===== src/rtl/lskvt_pkg.sv =====
package lskvt_pkg;

   localparam logic [1:0] OP_FIND   = 2'd0;
   localparam logic [1:0] OP_INSERT = 2'd1;
   localparam logic [1:0] OP_DELETE = 2'd2;
   localparam logic [1:0] OP_UPDATE = 2'd3;

   localparam logic [1:0] ST_OK        = 2'd0;
   localparam logic [1:0] ST_FULL      = 2'd1;
   localparam logic [1:0] ST_UNDERFLOW = 2'd2;
   localparam logic [1:0] ST_BADPOS    = 2'd3;

   localparam logic [1:0] CSR_NODE_IS_ROOT      = 2'd0;
   localparam logic [1:0] CSR_MIN_CELLS_NONROOT = 2'd1;
   localparam logic [1:0] CSR_MIN_CELLS_ROOT    = 2'd2;

   typedef struct packed {
      logic [1:0]  op;
      logic [31:0] search_key;
      logic [4:0]  position;
      logic [63:0] row_payload;
   } req_type;

   typedef struct packed {
      logic [1:0] status;
      logic [4:0] found_index;
      logic       key_found;
      logic [4:0] cell_count;
   } rsp_type;

   // controller -> datapath
   typedef struct packed {
      logic       load;
      logic       find_init;
      logic       find_done;
      logic       find_read;
      logic       find_step;
      logic       shift_up_init;
      logic       shift_dn_init;
      logic       shift_up;
      logic       shift_dn;
      logic       write_new;
      logic       count_inc;
      logic       count_dec;
      logic       rsp_load;
      logic [1:0] rsp_status;
   } cmd_type;

   // datapath -> controller
   typedef struct packed {
      logic [1:0] op;
      logic       full;
      logic       ins_bad;
      logic       pos_ge;
      logic       underflow;
      logic       lo_eq_hi;
      logic       key_eq;
      logic       up_done;
      logic       dn_done;
      logic       rsp_free;
   } stat_type;

endpackage


===== src/rtl/lskvt_datapath.sv =====
module lskvt_datapath #(
   parameter int NODE_CELLS = 16
) (
   input  logic               clock,
   input  logic               reset,
   input  lskvt_pkg::cmd_type cmd,
   output lskvt_pkg::stat_type stat,
   input  lskvt_pkg::req_type req_payload,
   input  logic               csr_we,
   input  logic [1:0]         csr_index,
   input  logic [4:0]         csr_wdata,
   input  logic               rsp_ready,
   output logic               rsp_valid,
   output lskvt_pkg::rsp_type rsp_payload
);

   localparam int AW = (NODE_CELLS > 1) ? $clog2(NODE_CELLS) : 1;
   localparam int CW = $clog2(NODE_CELLS + 1);
   localparam int XW = (CW > 5) ? CW : 5;

   logic [31:0] key_mem [NODE_CELLS];
   logic [63:0] pay_mem [NODE_CELLS];

   logic        is_root_ff;
   logic [4:0]  min_nonroot_ff;
   logic [4:0]  min_root_ff;

   logic [1:0]  op_ff;
   logic [31:0] key_ff;
   logic [4:0]  pos_ff;
   logic [63:0] pay_ff;

   logic [CW-1:0] count_ff, count_in;
   logic [CW-1:0] lo_ff, lo_in;
   logic [CW-1:0] hi_ff, hi_in;
   logic [CW-1:0] ptr_ff, ptr_in;
   logic          pend_ff, pend_in;
   logic [AW-1:0] pend_addr_ff, pend_addr_in;
   logic [AW-1:0] mid_ff, mid_in;
   logic [4:0]    fidx_ff, fidx_in;
   logic          hit_ff, hit_in;

   logic [31:0]   rd_key_ff;
   logic [63:0]   rd_pay_ff;
   logic          rd_en;
   logic [AW-1:0] rd_addr;

   logic          wr_en;
   logic [AW-1:0] wr_addr;
   logic [31:0]   wr_key;
   logic [63:0]   wr_pay;

   logic          rsp_valid_ff, rsp_valid_in;
   lskvt_pkg::rsp_type rsp_ff;

   logic [CW:0]   lo_hi_sum;
   logic [4:0]    minimum;
   logic          up_more;
   logic          dn_more;

   always_comb begin
      lo_hi_sum = {1'b0, lo_ff} + {1'b0, hi_ff};
      minimum   = is_root_ff ? min_root_ff : min_nonroot_ff;
      up_more   = XW'(ptr_ff) > XW'(pos_ff);
      dn_more   = ({1'b0, ptr_ff} + (CW+1)'(1)) < {1'b0, count_ff};
   end

   always_comb begin
      count_in     = count_ff;
      lo_in        = lo_ff;
      hi_in        = hi_ff;
      ptr_in       = ptr_ff;
      pend_in      = pend_ff;
      pend_addr_in = pend_addr_ff;
      mid_in       = mid_ff;
      fidx_in      = fidx_ff;
      hit_in       = hit_ff;
      rd_en        = 1'b0;
      rd_addr      = mid_ff;

      if (cmd.load) begin
         fidx_in = 5'd0;
         hit_in  = 1'b0;
      end
      if (cmd.find_init) begin
         lo_in = '0;
         hi_in = count_ff;
      end
      if (cmd.find_done) begin
         fidx_in = 5'(lo_ff);
      end
      if (cmd.find_read) begin
         mid_in  = AW'(lo_hi_sum >> 1);
         rd_en   = 1'b1;
         rd_addr = AW'(lo_hi_sum >> 1);
      end
      if (cmd.find_step) begin
         if (key_ff == rd_key_ff) begin
            fidx_in = 5'(mid_ff);
            hit_in  = 1'b1;
         end else if (key_ff < rd_key_ff) begin
            hi_in = CW'(mid_ff);
         end else begin
            lo_in = CW'(mid_ff) + CW'(1);
         end
      end
      if (cmd.shift_up_init) begin
         ptr_in  = count_ff;
         pend_in = 1'b0;
      end
      if (cmd.shift_dn_init) begin
         ptr_in  = CW'(pos_ff);
         pend_in = 1'b0;
      end
      // one cell moves per cycle: read the neighbour now, write it next cycle
      if (cmd.shift_up) begin
         if (up_more) begin
            rd_en        = 1'b1;
            rd_addr      = AW'(ptr_ff - CW'(1));
            pend_addr_in = AW'(ptr_ff);
            pend_in      = 1'b1;
            ptr_in       = ptr_ff - CW'(1);
         end else begin
            pend_in = 1'b0;
         end
      end
      if (cmd.shift_dn) begin
         if (dn_more) begin
            rd_en        = 1'b1;
            rd_addr      = AW'(ptr_ff + CW'(1));
            pend_addr_in = AW'(ptr_ff);
            pend_in      = 1'b1;
            ptr_in       = ptr_ff + CW'(1);
         end else begin
            pend_in = 1'b0;
         end
      end
      if (cmd.count_inc) begin
         count_in = count_ff + CW'(1);
      end
      if (cmd.count_dec) begin
         count_in = count_ff - CW'(1);
      end
   end

   always_comb begin
      wr_en   = cmd.write_new | ((cmd.shift_up | cmd.shift_dn) & pend_ff);
      wr_addr = cmd.write_new ? AW'(pos_ff) : pend_addr_ff;
      wr_key  = cmd.write_new ? key_ff : rd_key_ff;
      wr_pay  = cmd.write_new ? pay_ff : rd_pay_ff;
   end

   always_ff @(posedge clock) begin
      if (wr_en) begin
         key_mem[wr_addr] <= wr_key;
         pay_mem[wr_addr] <= wr_pay;
      end
      if (rd_en) begin
         rd_key_ff <= key_mem[rd_addr];
         rd_pay_ff <= pay_mem[rd_addr];
      end
   end

   always_comb begin
      rsp_valid_in = rsp_valid_ff;
      if (rsp_valid_ff && rsp_ready) begin
         rsp_valid_in = 1'b0;
      end
      if (cmd.rsp_load) begin
         rsp_valid_in = 1'b1;
      end
   end

   always_ff @(posedge clock) begin
      if (reset) begin
         is_root_ff     <= 1'b0;
         min_nonroot_ff <= 5'd0;
         min_root_ff    <= 5'd0;
         count_ff       <= '0;
         pend_ff        <= 1'b0;
         rsp_valid_ff   <= 1'b0;
      end else begin
         if (csr_we) begin
            unique case (csr_index)
               lskvt_pkg::CSR_NODE_IS_ROOT:      is_root_ff     <= csr_wdata[0];
               lskvt_pkg::CSR_MIN_CELLS_NONROOT: min_nonroot_ff <= csr_wdata;
               lskvt_pkg::CSR_MIN_CELLS_ROOT:    min_root_ff    <= csr_wdata;
               default: ;
            endcase
         end
         count_ff     <= count_in;
         pend_ff      <= pend_in;
         rsp_valid_ff <= rsp_valid_in;
      end
   end

   always_ff @(posedge clock) begin
      if (cmd.load) begin
         op_ff  <= req_payload.op;
         key_ff <= req_payload.search_key;
         pos_ff <= req_payload.position;
         pay_ff <= req_payload.row_payload;
      end
      lo_ff        <= lo_in;
      hi_ff        <= hi_in;
      ptr_ff       <= ptr_in;
      pend_addr_ff <= pend_addr_in;
      mid_ff       <= mid_in;
      fidx_ff      <= fidx_in;
      hit_ff       <= hit_in;
      if (cmd.rsp_load) begin
         rsp_ff.status      <= cmd.rsp_status;
         rsp_ff.found_index <= fidx_ff;
         rsp_ff.key_found   <= hit_ff;
         rsp_ff.cell_count  <= 5'(count_ff);
      end
   end

   always_comb begin
      stat.op        = op_ff;
      stat.full      = count_ff >= CW'(NODE_CELLS);
      stat.ins_bad   = XW'(pos_ff) > XW'(count_ff);
      stat.pos_ge    = XW'(pos_ff) >= XW'(count_ff);
      stat.underflow = XW'(count_ff) < XW'(minimum);
      stat.lo_eq_hi  = lo_ff == hi_ff;
      stat.key_eq    = key_ff == rd_key_ff;
      stat.up_done   = !up_more && !pend_ff;
      stat.dn_done   = !dn_more && !pend_ff;
      stat.rsp_free  = !rsp_valid_ff || rsp_ready;
   end

   assign rsp_valid   = rsp_valid_ff;
   assign rsp_payload = rsp_ff;

endmodule


===== src/rtl/lskvt_ctrl.sv =====
module lskvt_ctrl (
   input  logic                clock,
   input  logic                reset,
   input  logic                req_valid,
   output logic                req_ready,
   input  lskvt_pkg::stat_type stat,
   output lskvt_pkg::cmd_type  cmd
);

   localparam logic [2:0] S_IDLE     = 3'd0;
   localparam logic [2:0] S_DECODE   = 3'd1;
   localparam logic [2:0] S_FIND_CHK = 3'd2;
   localparam logic [2:0] S_FIND_CMP = 3'd3;
   localparam logic [2:0] S_SHIFT_UP = 3'd4;
   localparam logic [2:0] S_SHIFT_DN = 3'd5;
   localparam logic [2:0] S_RESP     = 3'd6;

   logic [2:0] state_ff, state_in;
   logic [1:0] status_ff, status_in;

   always_comb begin
      state_in  = state_ff;
      status_in = status_ff;
      cmd       = '0;
      cmd.rsp_status = status_ff;
      req_ready = 1'b0;

      unique case (state_ff)
         S_IDLE: begin
            req_ready = 1'b1;
            if (req_valid) begin
               cmd.load  = 1'b1;
               status_in = lskvt_pkg::ST_OK;
               state_in  = S_DECODE;
            end
         end
         S_DECODE: begin
            unique case (stat.op)
               lskvt_pkg::OP_FIND: begin
                  cmd.find_init = 1'b1;
                  state_in      = S_FIND_CHK;
               end
               lskvt_pkg::OP_INSERT: begin
                  if (stat.full) begin
                     status_in = lskvt_pkg::ST_FULL;
                     state_in  = S_RESP;
                  end else if (stat.ins_bad) begin
                     status_in = lskvt_pkg::ST_BADPOS;
                     state_in  = S_RESP;
                  end else begin
                     cmd.shift_up_init = 1'b1;
                     state_in          = S_SHIFT_UP;
                  end
               end
               lskvt_pkg::OP_DELETE: begin
                  if (stat.underflow) begin
                     status_in = lskvt_pkg::ST_UNDERFLOW;
                     state_in  = S_RESP;
                  end else if (stat.pos_ge) begin
                     status_in = lskvt_pkg::ST_BADPOS;
                     state_in  = S_RESP;
                  end else begin
                     cmd.shift_dn_init = 1'b1;
                     state_in          = S_SHIFT_DN;
                  end
               end
               lskvt_pkg::OP_UPDATE: begin
                  if (stat.pos_ge) begin
                     status_in = lskvt_pkg::ST_BADPOS;
                  end else begin
                     cmd.write_new = 1'b1;
                  end
                  state_in = S_RESP;
               end
               default: state_in = S_RESP;
            endcase
         end
         S_FIND_CHK: begin
            if (stat.lo_eq_hi) begin
               cmd.find_done = 1'b1;
               state_in      = S_RESP;
            end else begin
               cmd.find_read = 1'b1;
               state_in      = S_FIND_CMP;
            end
         end
         S_FIND_CMP: begin
            cmd.find_step = 1'b1;
            state_in      = stat.key_eq ? S_RESP : S_FIND_CHK;
         end
         S_SHIFT_UP: begin
            cmd.shift_up = 1'b1;
            if (stat.up_done) begin
               cmd.write_new = 1'b1;
               cmd.count_inc = 1'b1;
               state_in      = S_RESP;
            end
         end
         S_SHIFT_DN: begin
            cmd.shift_dn = 1'b1;
            if (stat.dn_done) begin
               cmd.count_dec = 1'b1;
               state_in      = S_RESP;
            end
         end
         S_RESP: begin
            if (stat.rsp_free) begin
               cmd.rsp_load = 1'b1;
               state_in     = S_IDLE;
            end
         end
         default: state_in = S_IDLE;
      endcase
   end

   always_ff @(posedge clock) begin
      if (reset) begin
         state_ff  <= S_IDLE;
         status_ff <= lskvt_pkg::ST_OK;
      end else begin
         state_ff  <= state_in;
         status_ff <= status_in;
      end
   end

endmodule


===== src/rtl/leaf_sorted_key_value_table.sv =====
// Leaf node of a sorted key/payload table: find, insert, delete and update, one
// request at a time, each giving one response. A find runs a binary search over
// the cells. An insert moves the cells at and above the position up by one and
// then writes the new cell, and a delete moves the cells above the position down
// by one; the single read port of the cell memory moves one cell per cycle while
// shifting. A finished response waits in an output register, so the next request
// is taken while it is still pending; the next response then waits until that
// one is taken. Cells are not cleared at reset and only cells below the count
// are ever read.
module leaf_sorted_key_value_table #(
   parameter int NODE_CELLS = 16
) (
   input  logic               clock,
   input  logic               reset,
   input  logic               req_valid,
   output logic               req_ready,
   input  lskvt_pkg::req_type req_payload,
   output logic               rsp_valid,
   input  logic               rsp_ready,
   output lskvt_pkg::rsp_type rsp_payload,
   input  logic               csr_we,
   input  logic [1:0]         csr_index,
   input  logic [4:0]         csr_wdata
);

   lskvt_pkg::cmd_type  cmd;
   lskvt_pkg::stat_type stat;

   lskvt_ctrl u_ctrl (
      .clock     (clock),
      .reset     (reset),
      .req_valid (req_valid),
      .req_ready (req_ready),
      .stat      (stat),
      .cmd       (cmd)
   );

   lskvt_datapath #(
      .NODE_CELLS (NODE_CELLS)
   ) u_datapath (
      .clock       (clock),
      .reset       (reset),
      .cmd         (cmd),
      .stat        (stat),
      .req_payload (req_payload),
      .csr_we      (csr_we),
      .csr_index   (csr_index),
      .csr_wdata   (csr_wdata),
      .rsp_ready   (rsp_ready),
      .rsp_valid   (rsp_valid),
      .rsp_payload (rsp_payload)
   );

endmodule

===== config.mk =====
export PLATFORM = sky130hd
export DESIGN_NAME = leaf_sorted_key_value_table
export DESIGN_NICKNAME = d
export VERILOG_FILES = /design/src/rtl/lskvt_pkg.sv /design/src/rtl/lskvt_datapath.sv /design/src/rtl/lskvt_ctrl.sv /design/src/rtl/leaf_sorted_key_value_table.sv
export SDC_FILE = /design/constraint.sdc
export NUM_CORES = 1
export LEC_CHECK = 0
export ABC_AREA = 1
export BUFFER_PORTS_ARGS = -buffer_cell sky130_fd_sc_hd__buf_2
export CAP_MARGIN = 20
export CORE_UTILIZATION = 55
export DETAILED_ROUTE_END_ITERATION = 10
export GPL_TIMING_DRIVEN = 0
export PLACE_DENSITY = 0.72
export SYNTH_ARGS = -nofsm -noshare
export SYNTH_HDL_FRONTEND = slang
export SYNTH_SLANG_ARGS = --single-unit

===== constraint.sdc =====
create_clock -name clock -period 8.7 [get_ports clock]
set_input_delay 0.435 -clock clock [delete_from_list [all_inputs] [get_ports clock]]
set_output_delay 0.435 -clock clock [all_outputs]
set_load 0.03 [all_outputs]

==> results by group, run 1 <==
Clocking
  – Post-CTS sizing: 0
  – Setup bufs post-CTS: 0
  – Total CTS buffers: 68
  – Clk Tree Root Cell: clkbuf_16
  – CTS Sinks: 648
  – H-Tree Depth: 3
  – TritonCTS clock tree: done
  – CTS Hold Bufs: 29
  – Clock-pin slew on the worst setup and hold paths: 60 ps
  – Clock Latency Late Sink: 620 ps
  – Maximum clock path buffer count: 3

Critical path
  – Worst r2r src: u_datapath.count_ff[2]
  – Slowest stage cell on the critical path: nor2_4
  – Worst-path cell chain: inv_1 > ha_1 > nand2_1 > nor2_1 > nand2_1 > o211ai_1 > nor2_1 > nand3_1 > nand2_1 > buf_2 > o21ai_0 > inv_1 > nand3_1 > nor2_4 > buf_12
  – Cells on worst reg2reg path: 15
  – CP Launch Type: register
  – Crit path largest cell delay: 660 ps
  – Critical path arrival: 4540 ps
  – Worst EP required: 9000 ps
  – Reg-to-reg critical path endpoint: u_datapath.key_mem[13][13]
  – CP Capture Type: register
  – Crit-path leading delay family: simple AND/OR/NAND/NOR gates
  – Buf/Inv on CP: 4
  – Max FO, Critical Path: 20
  – CP Class: register to register
  – Crit path from: u_datapath.count_ff[2]
  – R2R setup slack: 4470 ps
  – Most frequent cell on the critical path: nand2_1

Worst hold path
  – Hold Crit Class: input pin to register
  – Worst Min Path Start: req_payload[73]
  – Worst Hold Endpoint: u_datapath.key_ff[4]
  – Cell depth of the worst hold path: 1

Power
  – P_leak: 0.0136 uW
  – Pwr Density: 404 nW/um2
  – Worst VDD drop: 0.219 mV

Final layout
  – Most common cell after layout, fill and taps aside: nand2_1
  – Fraction of layout cells with a size suffix above 1: 11.3%
  – # nets final: 3149
  – Area delta synth->final: 15.2%
  – N_diodes: 0
  – Finished Layout Cells: 3705
  – Layout filler cell count: 3924
  – Most frequent cells in the layout: 687 x nand2_1, 596 x edfxtp_1, 490 x nand3_1

Route
  – DR iter-0 viols: 2344
  – Detail Route Antenna Nets: 0
  – Drt pass-1 iters: 6
  – DR WL/cell: 21.3 um
  – # DRC: 0
  – DRT Wirelength: 79000 um
  – Vias: 21300
  – Vias per cell: 5.75

Synth
  – Synth area leader: edfxtp_1
  – Sequential share of the synthesized area: 65.0%
  – Mapped cell area: 29200 um2
  – Synth Register Bits: 648
  – Top post-synthesis cells by area: edfxtp_1 61%, nand2_1 8.9%, nand3_1 8.4%, inv_1 4.1%, dfxtp_1 3.6%
  – Avg Inst Size Synth: 10.6 um2
  – Net Count, Synth: 2937
  – Distinct cells, synth: 40
  – Syn. warnings: 0
  – Top-area cell type share of the netlist area: 61.4%
  – Syn Inst Count: 2758

STA
  – RSZ-0062 raised after global routing: false
  – Period utilization: 48.7%
  – Relative slew slack: 26.1%
  – Final Hold Viols: 0
  – Fin. max-slew vios: 0
  – Worst-Margin Slew: 1100 ps
  – WHS: 15.8 ps
  – Setup TNS: 0 ps
  – Min Clock Period, post-route: 4230 ps
  – Skew final: 25.5 ps
  – Final setup vio count: 0
  – Max Clk Rate: 236 MHz

Global routing
  – GRT overflow: 0
  – Vias in the first global route: 21000
  – Total Routing Usage GR: 29.8%
  – First-pass GRT wire length: 119000 um
  – Largest net degree at the start of global routing: 30
  – Initial antenna violation count: 0

Floorplanning
  – Starting Density: 55.6%
  – Die footprint: 53900 um2
  – Die Wd: 232 um
  – Placeable Area: 52400 um2
  – Num rows: 84
  – Top Ports: 130
  – Die Height: 232 um

Place
  – Dpl cells: 3553
  – Gpl congestion: 0.861
  – PortBufs: 65
  – Dpl hpwl: 54700 um

Run status
  – Status: complete, no violations

Run
  – Max cap viols: 0
==> synthesized netlist by cell type, drive strengths merged <==
master	number
a211oi	2
a21boi	1
a21oi	47
a31oi	7
and2	1
buf	114
clkbuf	26
clkinv	1
dfxtp	52
edfxtp	596
fa	1
ha	63
inv	323
mux2i	4
nand2	692
nand3	492
nand3b	128
nand4	9
nor2	76
nor3	12
nor3b	1
nor4	3
o211ai	9
o21a	2
o21ai	85
o21bai	1
xnor2	3
xor2	7
==> cells by family after synthesis <==
group | Yosys count | share of synthesized area, %
buf+inv | 464 | 6.71
xor+xnor | 10 | 0.300
simple gates | 1414 | 22.3
compound gates | 154 | 2.82
mux | 4 | 0.137
fa+ha+maj | 64 | 2.77
flops | 648 | 65.0
==> layer usage <==
metal | routed length, um | GRT usage [%] | vias to the layer above
met5 | 0 | 0 | -
li1 | - | - | 9829
met1 | 30500 | 37.9 | 10100
met2 | 38000 | 49.4 | 1105
met3 | 6850 | 4.89 | 236
met4 | 3570 | 14.5 | 0
==> report_power, final <==
group	internal (uW)	switching, uW	leakage [uW]
registers	4370	147	0.00582
logic	1790	4430	0.00673
clock network	1640	1190	0.00104
==> flip-flops by register name, indices dropped and copies added, names as in the netlist, 3 cells and up <==
register,count
u_datapath.pend_addr_ff,4
u_datapath.rsp_payload,13
u_datapath.fidx_ff,5
u_ctrl.state_ff,3
u_datapath.min_nonroot_ff,5
u_datapath.key_mem,512
u_datapath.hi_ff,5
u_datapath.lo_ff,5
u_datapath.key_ff,32
u_datapath.count_ff,5
u_datapath.min_root_ff,5
u_datapath.pos_ff,5
u_datapath.ptr_ff,5
u_datapath.rd_key_ff,32
u_datapath.mid_ff,4
==> worst max path at each step <==
stage               depth (start not counted)                    endpoint  slack (ps)
finish                                     15  u_datapath.key_mem[13][13]        4470
global placement                           14  u_datapath.key_mem[12][13]        2770
CTS                                        15  u_datapath.key_mem[12][13]        4530
global route                               15   u_datapath.key_mem[5][14]        4220
floorplan                                   9       u_datapath.fidx_ff[4]        4780
detailed placement                         15  u_datapath.key_mem[12][13]        4550
==> stage by stage <==
stage	cell area (um2)	setup WS (ps)	utilization, %	power [uW]
floorplan	29200	4780	-	8360
global placement	30300	2770	57.8	10200
detailed placement	31100	4550	59.3	10600
CTS	33500	4530	63.9	13500
global route	33600	4220	64.0	14300
finish	33600	4470	64.0	13600
==> layout make-up <==
cell class	instances	area [um2]	share of cell area [%]
Sequential cell	648	18900	56.4
Clock inverter	33	315	0.939
Tap cell	688	861	2.56
Clock buffer	84	1830	5.44
Buffer	140	739	2.20
Inverter	324	1220	3.62
Multi-Input combinational cell	1646	8390	25.0
Timing Repair Buffer	142	1290	3.86
==> worst register-to-register path, delay by kind of cell (launching register included) <==
kind,cells,cell delay [ps]
AND/OR/NAND/NOR,8,1780
flip-flops,1,470
adder cells (fa/ha/maj),1,350
buffers and inverters,4,960
AO/OA/AOI/OAI,2,340
(Power assumes the default switching activity.)
==> inputs of run 2 (changes only) <==
- clock period: 8.7 -> 4.1 ns (I/O delays scaled with it)
==> results by group, run 2 (same netlist as run 1, synthesis figures left out) <==
Route
  – DR WL/cell: 21.4 um (was 21.3 um)
  – Detail Route Antenna Nets: 0 (unchanged)
  – Vias per cell: 5.78 (was 5.75)
  – DR iter-0 viols: 2436 (was 2344)
  – Vias: 21600 (was 21300)
  – # DRC: 0 (unchanged)
  – DRT Wirelength: 80200 um (was 79000 um)
  – Drt pass-1 iters: 7 (was 6)

Final layout
  – Most common cell after layout, fill and taps aside: nand2_1 (unchanged)
  – Fraction of layout cells with a size suffix above 1: 12.0% (was 11.3%)
  – Layout filler cell count: 3846 (was 3924)
  – Max FFs per register: 512 (unchanged)
  – N_diodes: 0 (unchanged)
  – Area delta synth->final: 17.0% (was 15.2%)
  – # nets final: 3185 (was 3149)
  – Top Registers: u_datapath.key_mem x512, u_datapath.key_ff x32, u_datapath.rd_key_ff x32 (unchanged)
  – Core Util, Final: 65.0% (was 64.0%)
  – Most frequent cells in the layout: 687 x nand2_1, 596 x edfxtp_1, 489 x nand3_1 (was 687 x nand2_1, 596 x edfxtp_1, 490 x nand3_1)
  – Top reg by flops: u_datapath.key_mem (unchanged)

STA
  – Skew final: 30.9 ps (was 25.5 ps)
  – Period utilization: 95.4% (was 48.7%)
  – Worst setup margin: 190 ps (was 4470 ps)
  – Relative slew slack: 27.3% (was 26.1%)
  – WHS: 145 ps (was 15.8 ps)
  – Worst-Margin Slew: 1080 ps (was 1100 ps)
  – Final setup vio count: 0 (unchanged)
  – Fin. max-slew vios: 0 (unchanged)
  – Final Hold Viols: 0 (unchanged)
  – Max Clk Rate: 256 MHz (was 236 MHz)
  – Min Clock Period, post-route: 3910 ps (was 4230 ps)
  – Setup TNS: 0 ps (unchanged)

Power
  – Comb power frac: 46.1% (was 45.9%)
  – Clk pwr share: 20.8% (was 20.9%)
  – Switching part of the total: 42.6% (was 42.5%)
  – Sequential power share: 33.1% (was 33.3%)
  – Worst VDD drop: 0.450 mV (was 0.219 mV)
  – Pwr Density: 849 nW/um2 (was 404 nW/um2)
  – Internal Power: 16600 uW (was 7800 uW)
  – Psw: 12300 uW (was 5770 uW)
  – P_leak: 0.0138 uW (was 0.0136 uW)

Floorplanning
  – Die footprint: 53900 um2 (unchanged)
  – Die Wd: 232 um (unchanged)
  – Die Height: 232 um (unchanged)
  – Starting Density: 55.6% (unchanged)
  – Top Ports: 130 (unchanged)
  – Num rows: 84 (unchanged)
  – Placeable Area: 52400 um2 (unchanged)

Critical path
  – Slowest stage cell on the critical path: buf_2 (was nor2_4)
  – Critical path arrival: 4260 ps (was 4540 ps)
  – Worst EP required: 4450 ps (was 9000 ps)
  – Worst-path cell chain: buf_2 > inv_1 > nor2_1 > xor2_1 > inv_1 > ha_1 > nand2_1 > nand2_1 > a21oi_1 > nand4_4 > nand3_2 > buf_2 > buf_2 > nand3b_1 > nand3_1 > nand3_1 > nand3_1 > nand2_1 (was inv_1 > ha_1 > nand2_1 > nor2_1 > nand2_1 > o211ai_1 > nor2_1 > nand3_1 > nand2_1 > buf_2 > o21ai_0 > inv_1 > nand3_1 > nor2_4 > buf_12)
  – Crit path largest cell delay: 360 ps (was 660 ps)
  – CP Launch Type: register (unchanged)
  – CP Capture Type: register (unchanged)
  – Max FO, Critical Path: 10 (was 20)
  – CP Class: register to register (unchanged)

Place
  – Gpl congestion: 0.861 (unchanged)
  – PortBufs: 65 (unchanged)
  – Dpl hpwl: 54700 um (unchanged)
  – Setup WS pre-CTS: -54.8 ps (was 4550 ps)

Clocking
  – Clock Latency Late Sink: 620 ps (about the same)
  – CTS Sinks: 648 (unchanged)
  – Maximum clock path buffer count: 3 (unchanged)
  – Total CTS buffers: 68 (unchanged)
  – Clk Tree Root Cell: clkbuf_16 (unchanged)
  – TritonCTS clock tree: done (unchanged)
  – H-Tree Depth: 3 (unchanged)
  – Clock-pin slew on the worst setup and hold paths: 60 ps (about the same)

Global routing
  – GRT overflow: 0 (unchanged)
  – Total Routing Usage GR: 30.0% (was 29.8%)
  – Vias in the first global route: 21200 (was 21000)
  – Initial antenna violation count: 0 (unchanged)
  – First-pass GRT wire length: 120000 um (was 119000 um)
  – Largest net degree at the start of global routing: 30 (unchanged)

Worst hold path
  – Hold Crit Class: input pin to register (unchanged)

Run status
  – Status: complete, no violations (unchanged)

Run
  – Max cap viols: 0 (unchanged)
[run 2: worst paths after layout]
path                                to  slack, ps                   from  depth (start not counted)
min reg2reg  u_datapath.rsp_payload[9]        440  u_datapath.fidx_ff[3]                          0
max reg2reg    u_datapath.rd_key_ff[0]        190   u_datapath.ptr_ff[0]                         18
max            u_datapath.rd_key_ff[0]        190   u_datapath.ptr_ff[0]                         18
min                u_datapath.op_ff[1]        150              req_valid                          3
[run 2: timing repair]
action	in CTS	in global routing
buffers inserted	4	13
setup endpoints to repair	69	438
pin swaps	4	10
cloned	0	0
hold buffers	49	0
hold endpoints to repair	54	0
gates resized for setup	0	12
[run 2: power groups by stage]
stage / clock network (uW) / logic [uW] / registers, uW
2_1_floorplan: 0 / 8070 / 9660
3_3_place_gp: 0 / 11900 / 9820
3_5_place_dp: 0 / 12800 / 9710
4_1_cts: 6040 / 13000 / 9580
5_1_grt: 6280 / 14400 / 9640
6_report: 6010 / 13300 / 9580
[run 2: final cells by class]
cell class	count	area, um2	share of cell area [%]
repair buffers	178	1790	5.24
flip-flops and latches	648	18900	55.5
multi-input cells	1646	8400	24.6
clock buffers	84	1830	5.35
inverters	324	1220	3.58
plain buffers	140	747	2.19
well taps	688	861	2.52
clock inverters	33	315	0.925
[run 2: per-stage QoR]
step                total power [uW]  std cells  instance area [um2]
floorplan                      17700       2758                29200
global placement               21700       3511                30300
detailed placement             22500       3553                31100
CTS                            28600       3723                33800
global route                   30400       3741                34100
finish                         28900       3741                34100
[run 2: critical path: cells and delay by family (launching register included)]
family	cells	cell delay [ps]
simple gates	10	1490
buf+inv	5	1110
flops	1	330
fa+ha+maj	1	310
compound gates	1	240
xor+xnor	1	170
[run 2: per-layer routing]
| layer | track usage (%) | wire length (um) | up-vias |
|---|---|---|---|
| met4 | 15.2 | 3960 | 0 |
| met5 | 0 | 0 | - |
| li1 | - | - | 9898 |
| met2 | 49.7 | 38300 | 1254 |
| met1 | 38.0 | 30700 | 10200 |
| met3 | 4.99 | 7250 | 274 |
==> inputs of run 3 (changes only) <==
- CORE_UTILIZATION: 55 -> 25
- PLACE_DENSITY: 0.72 -> 0.39
==> results by group, run 3 (same netlist as run 1, synthesis figures left out) <==
Run status
  – Status: complete, no violations (unchanged)

Floorplanning
  – Top Ports: 130 (unchanged)
  – Num rows: 124 (was 84)
  – Die Wd: 343 um (was 232 um)
  – Die Height: 343 um (was 232 um)
  – Placeable Area: 115000 um2 (was 52400 um2)
  – Die footprint: 118000 um2 (was 53900 um2)
  – Starting Density: 25.4% (was 55.6%)

STA
  – Final setup vio count: 0 (unchanged)
  – Worst-Margin Slew: 1020 ps (was 1080 ps)
  – Relative slew slack: 31.5% (was 27.3%)
  – Fin. max-slew vios: 0 (unchanged)
  – Final Hold Viols: 0 (unchanged)
  – Period utilization: 92.1% (was 95.4%)
  – Worst setup margin: 322 ps (was 190 ps)
  – Max Clk Rate: 265 MHz (was 256 MHz)
  – Skew final: 17.4 ps (was 30.9 ps)
  – Min Clock Period, post-route: 3780 ps (was 3910 ps)

Final layout
  – Max FFs per register: 512 (unchanged)
  – Area of the multi-input gates: 8430 um2 (was 8400 um2)
  – Fraction of layout cells with a size suffix above 1: 13.1% (was 12.0%)
  – # nets final: 3207 (was 3185)
  – Area delta synth->final: 22.1% (was 17.0%)
  – Top reg by flops: u_datapath.key_mem (unchanged)
  – Fin area: 35600 um2 (was 34100 um2)
  – Finished Layout Cells: 4601 (was 3741)
  – Core Util, Final: 31.0% (was 65.0%)
  – Most common cell after layout, fill and taps aside: nand2_1 (unchanged)
  – Most frequent cells in the layout: 685 x nand2_1, 596 x edfxtp_1, 488 x nand3_1 (was 687 x nand2_1, 596 x edfxtp_1, 489 x nand3_1)
  – Top Registers: u_datapath.key_mem x512, u_datapath.key_ff x32, u_datapath.rd_key_ff x32 (unchanged)
  – N_diodes: 0 (unchanged)
  – FF/Latch Area: 18900 um2 (unchanged)
  – Layout filler cell count: 11900 (was 3846)

Place
  – Setup WS pre-CTS: -433 ps (was -54.8 ps)
  – DP Area: 32200 um2 (was 31100 um2)
  – PortBufs: 65 (unchanged)
  – Dpl cells: 4384 (was 3553)
  – Dpl hpwl: 66500 um (was 54700 um)
  – Gpl congestion: 0.798 (was 0.861)

Global routing
  – Total Routing Usage GR: 16.2% (was 30.0%)
  – GRT overflow: 0 (unchanged)
  – Initial antenna violation count: 0 (unchanged)
  – First-pass GRT wire length: 138000 um (was 120000 um)
  – Largest net degree at the start of global routing: 25 (was 30)
  – Vias in the first global route: 19900 (was 21200)

Critical path
  – R2R setup slack: 320 ps (was 190 ps)
  – Cells on worst reg2reg path: 16 (was 18)
  – CP Launch Type: register (unchanged)
  – Reg-to-reg critical path endpoint: u_datapath.rd_key_ff[14] (was u_datapath.rd_key_ff[0])
  – Critical Path Sink: u_datapath.rd_key_ff[14] (was u_datapath.rd_key_ff[0])
  – CP Class: register to register (unchanged)
  – CP Capture Type: register (unchanged)
  – Crit path from: u_datapath.ptr_ff[0] (unchanged)
  – Worst r2r src: u_datapath.ptr_ff[0] (unchanged)
  – Max FO, Critical Path: 10 (unchanged)
  – Worst EP required: 4590 ps (was 4450 ps)
  – Critical path arrival: 4270 ps (was 4260 ps)

Clocking
  – Clock-pin slew on the worst setup and hold paths: 60 ps (about the same)
  – Total CTS buffers: 80 (was 68)
  – Clock Latency Late Sink: 640 ps (was 620 ps)
  – Clk Tree Root Cell: clkbuf_16 (unchanged)
  – Maximum clock path buffer count: 3 (unchanged)
  – TritonCTS clock tree: done (unchanged)
  – CTS Sinks: 648 (unchanged)
  – H-Tree Depth: 3 (unchanged)

Worst hold path
  – Cell depth of the worst hold path: 3 (unchanged)
  – Hold Crit Class: input pin to register (unchanged)

Route
  – DR WL/cell: 20.8 um (was 21.4 um)
  – Drt pass-1 iters: 5 (was 7)
  – Vias: 20400 (was 21600)
  – Uppermost layer routed: met4 (unchanged)
  – Detail Route Antenna Nets: 0 (unchanged)
  – # DRC: 0 (unchanged)
  – Routed length on met3: 4110 um (was 7250 um)
  – Vias per cell: 4.42 (was 5.78)
  – WL met2: 44700 um (was 38300 um)
  – DR iter-0 viols: 1360 (was 2436)
  – DRT Wirelength: 95600 um (was 80200 um)
  – Wl on met1: 44400 um (was 30700 um)

Run
  – Max cap viols: 0 (unchanged)

Power
  – Pwr Density: 857 nW/um2 (was 849 nW/um2)
  – Worst VDD drop: 0.396 mV (was 0.450 mV)
  – Switching part of the total: 43.7% (was 42.6%)
  – Psw: 13300 uW (was 12300 uW)
  – Clk pwr share: 22.3% (was 20.8%)
  – P_leak: 0.0140 uW (was 0.0138 uW)
  – Sequential power share: 31.3% (was 33.1%)
  – Comb power frac: 46.4% (was 46.1%)
  – Internal Power: 17200 uW (was 16600 uW)
## run 3: cell types whose count changed in the layout (fill, tap and decap cells not counted), sizes merged
cell,before,now
buf,240,239
clkbuf,113,136
clkdlybuf4s18,0,1
clkinv,26,36
dlygate4sd3,49,51
inv,323,324
## run 3: worst max-delay path: stages, from the launching register on
cell and delay (ps):
dfxtp_1 320, buf_2 200, inv_1 110, nor2_1 140, xor2_1 150, inv_1 80
ha_1 310, nand2_1 60, nand2_1 40, a21oi_1 240, nand4_4 260, nor2_1 190
inv_1 70, nand2_2 270, buf_1 780, nand3_1 240, nand2_1 140
## run 3: how the worst min path moves through the flow
stage,from,to,slack [ps]
floorplan,reset,u_ctrl.state_ff[0],270
global placement,req_payload[74],u_datapath.key_ff[5],380
detailed placement,req_payload[101],u_datapath.op_ff[0],380
CTS,req_valid,u_datapath.key_ff[30],110
global route,req_valid,u_datapath.pos_ff[4],140
finish,req_valid,u_datapath.pos_ff[4],150
## run 3: cell type report
cell class | instances | share of cell area [%]
repair buffers | 188 | 5.24
clock buffers | 99 | 5.89
well taps | 1512 | 5.32
clock inverters | 44 | 0.995
flip-flops and latches | 648 | 53.2
plain buffers | 140 | 2.23
inverters | 324 | 3.44
multi-input cells | 1646 | 23.7
## run 3: per-layer routing
layer / global-route usage (%) / vias to the layer above
met5: 0 / -
met4: 4.47 / 0
met3: 2.35 / 125
met2: 26.8 / 436
met1: 22.1 / 9830
li1: - / 9967
## run 3: power by group through the flow
stage	clock [uW]	combinational (uW)	sequential [uW]
6_report	6790	14200	9560
5_1_grt	7230	15700	9630
4_1_cts	6990	14300	9570
3_5_place_dp	0	14200	9710
3_3_place_gp	0	13600	9890
2_1_floorplan	0	8070	9660
## run 3: what timing repair did
| item | CTS | global route |
|---|---|---|
| gates resized for setup | 5 | 43 |
| hold buffers | 51 | 0 |
| cloned | 0 | 0 |
| pin swaps | 14 | 2 |
| hold endpoints to repair | 55 | 0 |
| endpoints found under the setup margin | 541 | 833 |
| setup buffers | 18 | 4 |
## run 3: metrics by stage
| stage | hold WS [ps] | setup TNS [ps] | total power (uW) |
|---|---|---|---|
| global route | 142 | -145 | 32600 |
| floorplan | 274 | 0 | 17700 |
| global placement | 383 | -1533740 | 23500 |
| CTS | 111 | 0 | 30900 |
| detailed placement | 383 | -80140 | 23900 |
| finish | 145 | 0 | 30500 |
